`config.mk`:
```
export PLATFORM = sky130hd
export DESIGN_NAME = lenient_base64_decoder_unit
export DESIGN_NICKNAME = d
export VERILOG_FILES = /design/src/sv/lb64_pkg.sv /design/src/sv/lb64_core.sv /design/src/sv/lb64_queue.sv /design/src/sv/lenient_base64_decoder_unit.sv
export SDC_FILE = /design/constraint.sdc
export NUM_CORES = 1
export LEC_CHECK = 0
export ABC_CLOCK_PERIOD_IN_PS = 6750
export BUFFER_PORTS_ARGS = -buffer_cell sky130_fd_sc_hd__buf_2
export CORE_MARGIN = 2
export CORE_UTILIZATION = 30
export CTS_CLUSTER_DIAMETER = 100
export DETAILED_ROUTE_END_ITERATION = 10
export SLEW_MARGIN = 20
export SYNTH_ARGS = -nofsm -noshare
export SYNTH_HDL_FRONTEND = slang
export SYNTH_SLANG_ARGS = --single-unit
```
`constraint.sdc`:
```
create_clock -name clk_i -period 6.75 [get_ports clk_i]
set_clock_uncertainty 0.15 [all_clocks]
set_input_delay 2.025 -clock clk_i [delete_from_list [all_inputs] [get_ports clk_i]]
set_output_delay 2.025 -clock clk_i [all_outputs]
set_load 0.05 [all_outputs]
```
`src/sv/lb64_pkg.sv`:
```
package lb64_pkg;

  // Characters with special meaning
  localparam logic [7:0] SymPad   = 8'h3D;  // '='
  localparam logic [7:0] SymPlus  = 8'h2B;  // '+'
  localparam logic [7:0] SymMinus = 8'h2D;  // '-'
  localparam logic [7:0] SymSlash = 8'h2F;  // '/'
  localparam logic [7:0] SymUnder = 8'h5F;  // '_'

  localparam logic [5:0] SxtLowerBase = 6'd26;
  localparam logic [5:0] SxtDigitBase = 6'd52;
  localparam logic [5:0] Sxt62        = 6'd62;
  localparam logic [5:0] Sxt63        = 6'd63;

  localparam int unsigned QueueDepth = 4;
  localparam int unsigned QueuePtrW  = $clog2(QueueDepth);
  localparam int unsigned QueueCntW  = $clog2(QueueDepth + 1);

  typedef struct packed {
    logic       ok;
    logic [5:0] val;
  } lb64_sxt_t;

  // One result item
  typedef struct packed {
    logic [15:0] byte_count;
    logic        status;
    logic        final_res;
    logic        is_data;
    logic [7:0]  data_byte;
  } lb64_res_t;

  // Which result slots an item fills
  typedef struct packed {
    logic data_vld;
    logic stat_vld;
  } lb64_push_t;

  function automatic lb64_sxt_t lb64_sextet(input logic [7:0] c);
    lb64_sxt_t r;
    r.ok  = 1'b1;
    r.val = '0;
    if (c >= 8'h41 && c <= 8'h5A) begin
      r.val = 6'(c - 8'h41);
    end else if (c >= 8'h61 && c <= 8'h7A) begin
      r.val = 6'(c - 8'h61) + SxtLowerBase;
    end else if (c >= 8'h30 && c <= 8'h39) begin
      r.val = 6'(c - 8'h30) + SxtDigitBase;
    end else if (c == SymMinus || c == SymPlus) begin
      r.val = Sxt62;
    end else if (c == SymUnder || c == SymSlash) begin
      r.val = Sxt63;
    end else begin
      r.ok = 1'b0;
    end
    return r;
  endfunction

endpackage

```
`src/sv/lb64_core.sv`:
```
module lb64_core
  import lb64_pkg::*;
(
  input  logic        clk_i,
  input  logic        rst_ni,
  input  logic        step_i,
  input  logic [7:0]  symbol_i,
  input  logic        eom_i,
  input  logic [15:0] capacity_i,
  output lb64_push_t  push_o,
  output lb64_res_t   data_res_o,
  output lb64_res_t   stat_res_o
);

  logic [11:0] acc_q, acc_d;
  logic [3:0]  pend_q, pend_d;
  logic [15:0] bw_q, bw_d;
  logic        pad_q, pad_d;
  logic        ovf_q, ovf_d;

  lb64_sxt_t   sx;
  logic [11:0] acc6, acc_sh, acc_keep;
  logic [3:0]  pend6, pend8;
  logic [16:0] cap_eff, bw_inc;

  always_comb begin
    sx       = lb64_sextet(symbol_i);
    acc6     = {acc_q[5:0], sx.val};
    pend6    = pend_q + 4'd6;
    pend8    = pend6 - 4'd8;
    acc_sh   = acc6 >> pend8;
    acc_keep = acc6 & ~(12'hFFF << pend8);
    cap_eff  = (capacity_i == '0) ? 17'd1 : {1'b0, capacity_i};
    bw_inc   = {1'b0, bw_q} + 17'd1;

    acc_d  = acc_q;
    pend_d = pend_q;
    bw_d   = bw_q;
    pad_d  = pad_q;
    ovf_d  = ovf_q;
    push_o.data_vld = 1'b0;

    if (!pad_q && !ovf_q) begin
      if (symbol_i == SymPad) begin
        pad_d = 1'b1;
      end else if (sx.ok) begin
        if (pend6 >= 4'd8) begin
          pend_d = pend8;
          if (bw_inc >= cap_eff) begin
            // no room left beside the terminator slot
            ovf_d = 1'b1;
            acc_d = acc6;
          end else begin
            bw_d  = bw_inc[15:0];
            acc_d = acc_keep;
            push_o.data_vld = 1'b1;
          end
        end else begin
          acc_d  = acc6;
          pend_d = pend6;
        end
      end
    end

    push_o.stat_vld = eom_i;

    data_res_o.data_byte  = acc_sh[7:0];
    data_res_o.is_data    = 1'b1;
    data_res_o.final_res  = 1'b0;
    data_res_o.status     = 1'b0;
    data_res_o.byte_count = bw_d;

    stat_res_o.data_byte  = '0;
    stat_res_o.is_data    = 1'b0;
    stat_res_o.final_res  = 1'b1;
    stat_res_o.status     = ovf_d;
    stat_res_o.byte_count = bw_d;
  end

  always_ff @(posedge clk_i or negedge rst_ni) begin
    if (!rst_ni) begin
      acc_q  <= '0;
      pend_q <= '0;
      bw_q   <= '0;
      pad_q  <= 1'b0;
      ovf_q  <= 1'b0;
    end else if (step_i) begin
      if (eom_i) begin
        acc_q  <= '0;
        pend_q <= '0;
        bw_q   <= '0;
        pad_q  <= 1'b0;
        ovf_q  <= 1'b0;
      end else begin
        acc_q  <= acc_d;
        pend_q <= pend_d;
        bw_q   <= bw_d;
        pad_q  <= pad_d;
        ovf_q  <= ovf_d;
      end
    end
  end

endmodule

```
`src/sv/lb64_queue.sv`:
```
module lb64_queue
  import lb64_pkg::*;
(
  input  logic                 clk_i,
  input  logic                 rst_ni,
  input  lb64_push_t           push_i,
  input  lb64_res_t            data_res_i,
  input  lb64_res_t            stat_res_i,
  input  logic                 pop_i,
  output lb64_res_t            head_o,
  output logic [QueueCntW-1:0] count_o
);

  lb64_res_t            mem_q [QueueDepth];
  logic [QueuePtrW-1:0] wp_q, rp_q;
  logic [QueueCntW-1:0] cnt_q, cnt_d;
  logic [QueuePtrW-1:0] wp1;
  logic [1:0]           n_push;

  assign wp1    = wp_q + QueuePtrW'(1);
  assign n_push = 2'(push_i.data_vld) + 2'(push_i.stat_vld);
  assign cnt_d  = cnt_q + QueueCntW'(n_push) - QueueCntW'(pop_i);

  // data result goes ahead of the status result of the same item
  always_ff @(posedge clk_i) begin
    if (push_i.data_vld) begin
      mem_q[wp_q] <= data_res_i;
      if (push_i.stat_vld) mem_q[wp1] <= stat_res_i;
    end else if (push_i.stat_vld) begin
      mem_q[wp_q] <= stat_res_i;
    end
  end

  always_ff @(posedge clk_i or negedge rst_ni) begin
    if (!rst_ni) begin
      wp_q  <= '0;
      rp_q  <= '0;
      cnt_q <= '0;
    end else begin
      wp_q  <= wp_q + QueuePtrW'(n_push);
      rp_q  <= rp_q + QueuePtrW'(pop_i);
      cnt_q <= cnt_d;
    end
  end

  assign head_o  = mem_q[rp_q];
  assign count_o = cnt_q;

endmodule

```
`src/sv/lenient_base64_decoder_unit.sv`:
```
// Channel  | Dir | Handshake          | Contents
// s_axis   | in  | tvalid/tready      | tdata[7:0] symbol, tlast end_of_message
// m_axis   | out | tvalid/tready      | tdata data_byte/status/byte_count, tuser is_data,
//          |     |                    | tlast final_res
// cfg      | in  | cfg_we_i (no wait) | cfg_wdata_i buffer_capacity
//
// One item per cycle is taken while the queue has room for two results. An
// accepted item is held in the input register; the decode step then writes its
// zero, one or two results into a four-entry result queue, and m_axis shows the
// queue head, so the first result shows once the queue holds it. Two results
// leave m_axis one at a time. The input register moves on only while the queue
// has room for two. Reset clears the decode state, the queue and sets capacity to 65535.
module lenient_base64_decoder_unit
  import lb64_pkg::*;
(
  input  logic        clk_i,
  input  logic        rst_ni,
  input  logic        cfg_we_i,
  input  logic [15:0] cfg_wdata_i,
  input  logic        s_axis_tvalid_i,
  output logic        s_axis_tready_o,
  input  logic [7:0]  s_axis_tdata_i,   // [7:0] symbol
  input  logic        s_axis_tlast_i,   // end_of_message
  output logic        m_axis_tvalid_o,
  input  logic        m_axis_tready_i,
  output logic [31:0] m_axis_tdata_o,   // [7:0] data_byte, [8] status, [24:9] byte_count
  output logic        m_axis_tuser_o,   // is_data
  output logic        m_axis_tlast_o    // final_res
);

  logic [15:0] cap_q;

  // input register
  logic       in_vld_q;
  logic [7:0] in_sym_q;
  logic       in_eom_q;

  logic                 advance;
  logic                 s_acc;
  logic                 pop;
  lb64_push_t           push;
  lb64_push_t           push_gated;
  lb64_res_t            data_res, stat_res, head;
  logic [QueueCntW-1:0] q_cnt;

  always_ff @(posedge clk_i or negedge rst_ni) begin
    if (!rst_ni) begin
      cap_q <= 16'hFFFF;
    end else if (cfg_we_i) begin
      cap_q <= cfg_wdata_i;
    end
  end

  // room for a data and a status result
  assign advance         = in_vld_q && (q_cnt <= QueueCntW'(QueueDepth - 2));
  assign s_axis_tready_o = !in_vld_q || advance;
  assign s_acc           = s_axis_tvalid_i && s_axis_tready_o;

  always_ff @(posedge clk_i or negedge rst_ni) begin
    if (!rst_ni) begin
      in_vld_q <= 1'b0;
    end else if (s_axis_tready_o) begin
      in_vld_q <= s_axis_tvalid_i;
    end
  end

  always_ff @(posedge clk_i) begin
    if (s_acc) begin
      in_sym_q <= s_axis_tdata_i;
      in_eom_q <= s_axis_tlast_i;
    end
  end

  lb64_core u_core (
    .clk_i      (clk_i),
    .rst_ni     (rst_ni),
    .step_i     (advance),
    .symbol_i   (in_sym_q),
    .eom_i      (in_eom_q),
    .capacity_i (cap_q),
    .push_o     (push),
    .data_res_o (data_res),
    .stat_res_o (stat_res)
  );

  assign push_gated.data_vld = push.data_vld && advance;
  assign push_gated.stat_vld = push.stat_vld && advance;

  assign m_axis_tvalid_o = (q_cnt != '0);
  assign pop             = m_axis_tvalid_o && m_axis_tready_i;

  lb64_queue u_queue (
    .clk_i      (clk_i),
    .rst_ni     (rst_ni),
    .push_i     (push_gated),
    .data_res_i (data_res),
    .stat_res_i (stat_res),
    .pop_i      (pop),
    .head_o     (head),
    .count_o    (q_cnt)
  );

  assign m_axis_tdata_o = {7'd0, head.byte_count, head.status, head.data_byte};
  assign m_axis_tuser_o = head.is_data;
  assign m_axis_tlast_o = head.final_res;

  // queue never overfills
  a_queue_bound: assert property (@(posedge clk_i) disable iff (!rst_ni)
    q_cnt <= QueueCntW'(QueueDepth))
    else $error("result queue over capacity");

  // every result is either data or closing status, never both
  a_kind: assert property (@(posedge clk_i) disable iff (!rst_ni)
    m_axis_tvalid_o |-> (m_axis_tuser_o ^ m_axis_tlast_o))
    else $error("result kind malformed");

  // data results never carry an error status
  a_data_status: assert property (@(posedge clk_i) disable iff (!rst_ni)
    (m_axis_tvalid_o && m_axis_tuser_o) |-> !m_axis_tdata_o[8])
    else $error("status set on data result");

  // input stalls only when the held item cannot move on
  a_stall: assert property (@(posedge clk_i) disable iff (!rst_ni)
    !s_axis_tready_o |-> (in_vld_q && q_cnt > QueueCntW'(QueueDepth - 2)))
    else $error("input stalled without cause");

endmodule

```
-- Word-level counts from Yosys, hierarchy flattened
Memories as Yosys holds them, arrays and structs flattened.
Index checks and enable logic that the tools add are counted.
- shift operators: 2
- reduce and logical (&&, ||, !) cells: 22
- add/sub/neg operators: 14
- $lt $le $gt $ge: 9
- equal/unequal tests: 6
- mux-type cells: 50
- bitwise gates (word level): 3
- operators by type and width (operator ; number):
    two-way mux 16 bit ; 7
    two-way mux 6 bit ; 11
    equality test 8 x 6 -> 1 bit (second input constant) ; 4
    two-way mux 27 bit ; 1
    two-way mux 1 bit ; 26
    two-way mux 4 bit ; 5
    adder 16 x 1 -> 17 bit (second input constant) ; 1
    >= comparator 17 bit ; 1
    >= comparator 8 x 7 -> 1 bit (second input constant) ; 2
    less-or-equal comparator 8 x 7 -> 1 bit (second input constant) ; 2
    zero test 16 bit ; 1
    left shift 12 x 4 -> 6 bit (first input constant) ; 1
    >> shifter 12 x 4 -> 8 bit ; 1
    subtractor 6 bit (second input constant) ; 2
    logical AND 1 bit ; 9
    equality test 8 x 7 -> 1 bit (second input constant) ; 1
    >= comparator 8 x 6 -> 1 bit (second input constant) ; 1
    less-or-equal comparator 8 x 6 -> 1 bit (second input constant) ; 1
    adder 6 x 5 -> 6 bit (second input constant) ; 1
    adder 6 bit (second input constant) ; 1
    AND 6 bit ; 1
    inverter 6 bit ; 1
    nonzero test 2 bit ; 3
    subtractor 6 x 1 -> 6 bit (second input constant) ; 1
    17 further kinds ; 21
- word-level logic and storage cells: 119
- register bits after elaboration: 61
- RAM bits: 108
- input bits: 30
- memories: 1
- memory list (memory ; words ; width ; rd ports ; clocked after Yosys merged registers in ; wr ports ; RTL line ; text):
    u_queue.mem_q ; 4 ; 27 ; 1 ; 0 ; 2 ; lb64_queue.sv:14 ; lb64_res_t mem_q [QueueDepth];

-- Depth between registers and ports, before layout
- word-level depth: 14
- mapped depth: 22
- depth with buffers taken out: 21

-- By module
A second synthesis with hierarchy kept.
- cells, all modules: 949
- area, all modules: 10684.0 µm²
- modules (own cells, without submodules) (module ; area each (µm²) ; times used ; cells each):
    lb64_queue ; 6173.4 ; 1 ; 437
    lb64_core ; 3414.5 ; 1 ; 450
    lenient_base64_decoder_unit ; 1096.1 ; 1 ; 62

-- Worst setup path before layout
Ideal clock, no wire load.
- path type: reg2reg
- start point: register u_core.bw_q[2]
- end point: memory u_queue.mem_q[0][10] (netlist bit), enable pin
- library setup time: 0.369 ns
- setup slack: 1.649 ns
- arrival: 4.582 ns
- stages on the path, launching flop included: 22
- path buffers: 3
- path through: dfrtp_1 -> clkbuf_1 -> nand3_1 -> nor3_1 -> and3_1 -> nand2_1 -> and2_1 -> or2_2 -> ha_1 -> a211oi_1 -> o21a_1 -> nor2_1 -> or4_1 -> nor2_1 -> inv_1 -> ha_1 -> nor2_1 -> nand2_1 -> and2_1 -> clkbuf_1 -> clkbuf_1 -> inv_1
- RTL lines (item ; RTL line ; text):
    start: declaration ; lb64_core.sv:17 ; logic [15:0] bw_q, bw_d;
    start signal: assignment ; lb64_core.sv:97 ; bw_q <= bw_d;
    end: declaration ; lb64_queue.sv:14 ;

==> flow_summary.ini <==
[outcome]
outcome = completed

[power]
leakagePower_nw = 3.90
p_sw_share_pct = 43.1
power_mw = 4.15
p_sw_mw = 1.79
p_per_area_mw_per_mm2 = 399
vdd_drop_max_mv = 0.182
seqPwrFrac_pct = 36.9
power_frac_comb_pct = 38.5
internal_power_mw = 2.36
clock_power_share_pct = 24.6

[cts]
clkSinkCount = 168
cts_max_level = 4
root_buffer = clkbuf_16
cts_buffers = 17
cts.path.max_buffers = 2
post_cts.repair.setup_buffers = 0
cts_tree = done
cts-hold-fix-buffers = 0
clock_latency_ns = 0.44
clk_pin_slew_worst_paths_ns = 0.08
cts_resized = 0

[floorplan]
core_area_mm2 = 0.0303
die-height_um = 179
die_area_mm2 = 0.0320
num_io_pins = 66
die_x_um = 179
row_count = 64
initial_core_util_pct = 30.2

[critical_path]
cp_max_fo = 17
worstReg2RegEnd = u_queue.mem_q[0][18]$_DFFE_PP_
startpoint = u_core.bw_q[2]$_DFFE_PN0P_
arrival_ns = 5.38
cp.required_ns = 6.66
reg2reg_depth = 18
crit_path_end_kind = flop
endpoint = u_queue.mem_q[0][18]$_DFFE_PP_
crit-reg2reg-launch = u_core.bw_q[2]$_DFFE_PN0P_
r2r_slack_ns = 1.28
crit_type = flop to flop
critPathLaunchType = flop

[grt]
track_usage_pct = 14.4
grt_overflow_total = 0
grt_pass1_wl_um = 35700
first_global_vias = 6563
antenna_found_initial = 0
grt_max_degree = 52

[route]
routed_via_density = 5.06
drtIter0Drc = 474
via_count = 6744
drc = 0
postRouteWirelength_um = 22200
wl_per_cell_um = 16.7
drtPass1Iterations = 5
ant_nets = 0

[cells_and_area]
stdcell_count = 1334
fin_util_pct = 34.3
nets = 991
n_fill_cell = 3036
final_layout_size_suffix_gt1_share_pct = 18.2
final_area_mm2 = 0.0104
area_growth_pct = 13.5
num_antenna_cells = 0

[yosys]
ys_ff_latch = 168
syn-mean-instance-area_um2 = 10.3
synth_flop_cell = edfxtp_1
syn_inst = 892
yosysWarnings = 0
ys_seq_area_share_pct = 48.0
synth_edf_count = 77
async_reset_ff_share_pct = 30.4
synth_cell_types = 74
syn-cell-area_mm2 = 0.00918

[place]
routabilityCongestion = 0.831
dp_hpwl_um = 15700
dpl-instance-area_mm2 = 0.00979
dp.cells = 1302
io_buffers = 58

[sta]
finalHoldViolations = 0
max_freq_mhz = 183
drv_slew = 0
setup_tns_ns = 0
worst_pin_slew_ns = 1.02
relSlewSlack_pct = 32.3
finalCriticalPeriod_ns = 5.47
rsz0062_at_grt = no
fin_crit_sh_pct = 81.1
setup_viol = 0

[flow_run]
drv_cap = 0

[worst_hold_path]
hold_path.class = flop to flop
holdPathStages = 2
area by class of cell:
cell class | instances | area [um^2] | area share [%]
tap | 396 | 495 | 4.76
multi-input combinational | 623 | 4340 | 41.7
clock buffer | 17 | 425 | 4.08
inverter | 45 | 169 | 1.62
clock inverter | 15 | 196 | 1.89
sequential | 168 | 4410 | 42.3
timing repair buffer | 70 | 380 | 3.65
critical path: stages, from the launching register on:
cell      delay [ns]
dfrtp_1         0.47
nand3_1         0.21
nor3_1          0.29
and3_1          0.24
nand2_1         0.10
and2_1          0.17
or2_2           0.30
ha_1            0.31
a211oi_1        0.24
o21a_1          0.17
nor2_1          0.06
or4_1           0.58
nor2_1          0.19
inv_1           0.09
ha_1            0.29
nor2_1          0.26
nand2_1         0.22
and2_1          0.20
inv_1           0.54
Yosys cell counts (all sizes together), types with 5 or more instances:
cell type,number,area share [%]
nand2b,7,0.48
a2bb2oi,5,0.48
a22o,17,1.6
and2,9,0.61
o21ai,73,4.0
a21o,6,0.49
a21oi,23,1.3
xnor2,34,3.6
buf,20,1.4
dfstp,16,4.6
nand2,94,3.8
and3,8,0.55
mux2,5,0.61
nor3,13,0.71
nand3,27,1.5
inv,45,1.8
dfxtp,40,8.7
ha,35,4.8
dfrtp,35,9.5
o211ai,18,1.5
o31ai,5,0.41
mux4,27,6.6
a211oi,9,0.87
or2,8,0.55
a31oi,7,0.55
or3,7,0.48
nor4,18,1.6
nor2,100,4.1
clkbuf,42,1.7
edfxtp,77,25
cells by family (layout without fill, tap and decap cells):
family	Yosys count	after routing	share of synthesized area, %
AOI/OAI and AO/OA	198	198	14.6
and+or+nand+nor	309	309	15.9
adders and majority gates	36	36	4.99
muxes	36	36	7.67
DFF	168	168	48.0
xor gates and xnor gates	37	37	3.86
other	1	7	0.0409
buffers and inverters	107	147	4.98
per-layer routing:
| layer | wire length, um | GRT usage, % | up-vias |
|---|---|---|---|
| met5 | 0 | 0 | - |
| met4 | 289 | 4.37 | 0 |
| li1 | - | - | 3291 |
| met3 | 1310 | 2.91 | 19 |
| met2 | 9520 | 21.3 | 171 |
| met1 | 11100 | 21.2 | 3263 |
how the worst min path moves through the flow:
| stage | start | to | slack (ns) |
|---|---|---|---|
| 2_1_floorplan | u_queue.mem_q[2][4]$_SDFFE_PP0P_ | u_queue.mem_q[2][4]$_SDFFE_PP0P_ | 0.27 |
| 5_1_grt | u_queue.mem_q[3][4]$_SDFFE_PP0P_ | u_queue.mem_q[3][4]$_SDFFE_PP0P_ | 0.32 |
| 6_report | u_queue.mem_q[3][7]$_SDFFE_PP0P_ | u_queue.mem_q[3][7]$_SDFFE_PP0P_ | 0.30 |
| 3_5_place_dp | u_queue.mem_q[3][7]$_SDFFE_PP0P_ | u_queue.mem_q[3][7]$_SDFFE_PP0P_ | 0.29 |
| 4_1_cts | u_queue.mem_q[3][7]$_SDFFE_PP0P_ | u_queue.mem_q[3][7]$_SDFFE_PP0P_ | 0.31 |
| 3_3_place_gp | u_queue.mem_q[3][4]$_SDFFE_PP0P_ | u_queue.mem_q[3][4]$_SDFFE_PP0P_ | 0.28 |
state kept, by name (all words and copies together) (netlist names):
| name | cells |
|---|---|
| u_core.acc_q | 6 |
| in_sym_q | 8 |
| in_vld_q | 1 |
| cap_q | 16 |
| u_core.pad_q | 1 |
| u_core.pend_q | 3 |
| u_core.ovf_q | 1 |
| u_queue.wp_q | 2 |
| u_queue.count_o | 3 |
| in_eom_q | 1 |
| u_queue.rp_q | 2 |
| u_queue.mem_q | 108 |
| u_core.bw_q | 16 |
power groups by stage:
stage                     Sequential [mW]  Clock, mW  Combinational [mW]
final                                1.53       1.02                1.60
after global routing                 1.57       1.08                1.74
after CTS                            1.53       1.04                1.61
after detailed placement             1.56          0                1.61
after global placement               1.55          0                1.60
after floorplan                      1.41          0                1.32
cell usage in the layout, fill, tap and decap left out, types with 4 or more instances in the layout:
master,Yosys,layout
nor2_1,100,100
nand2_1,94,94
edfxtp_1,77,77
o21ai_0,70,70
buf_2,7,58
inv_1,45,45
dfxtp_1,40,40
ha_1,35,35
dfrtp_1,35,34
xnor2_1,30,30
nand3_1,27,27
mux4_2,27,27
a21oi_1,23,22
o211ai_1,18,18
a22o_1,17,17
clkbuf_16,0,17
dfstp_2,16,16
nor4_1,13,13
nor3_1,13,13
buf_4,10,12
a211oi_1,8,8
and3_1,8,8
and2_1,7,7
nand2b_1,7,7
or3_1,7,7
or2_2,7,7
conb_1,1,7
a21o_1,6,6
a31oi_1,6,6
inv_8,0,6
nor4_2,5,5
o31ai_1,5,5
a2bb2oi_1,5,5
o21a_1,4,4
xnor2_2,4,4
mux2i_1,4,4
a22oi_1,4,4
mux2_2,4,4
a32oi_1,4,4
clkinv_8,0,4
stage by stage:
| stage | setup slack (ns) | hold slack (ns) |
|---|---|---|
| global route | 0.867 | 0.322 |
| global placement | 1.42 | 0.282 |
| finish | 1.28 | 0.303 |
| floorplan | 1.65 | 0.270 |
| detailed placement | 1.32 | 0.292 |
| CTS | 1.29 | 0.309 |
(Power assumes the default switching activity.)
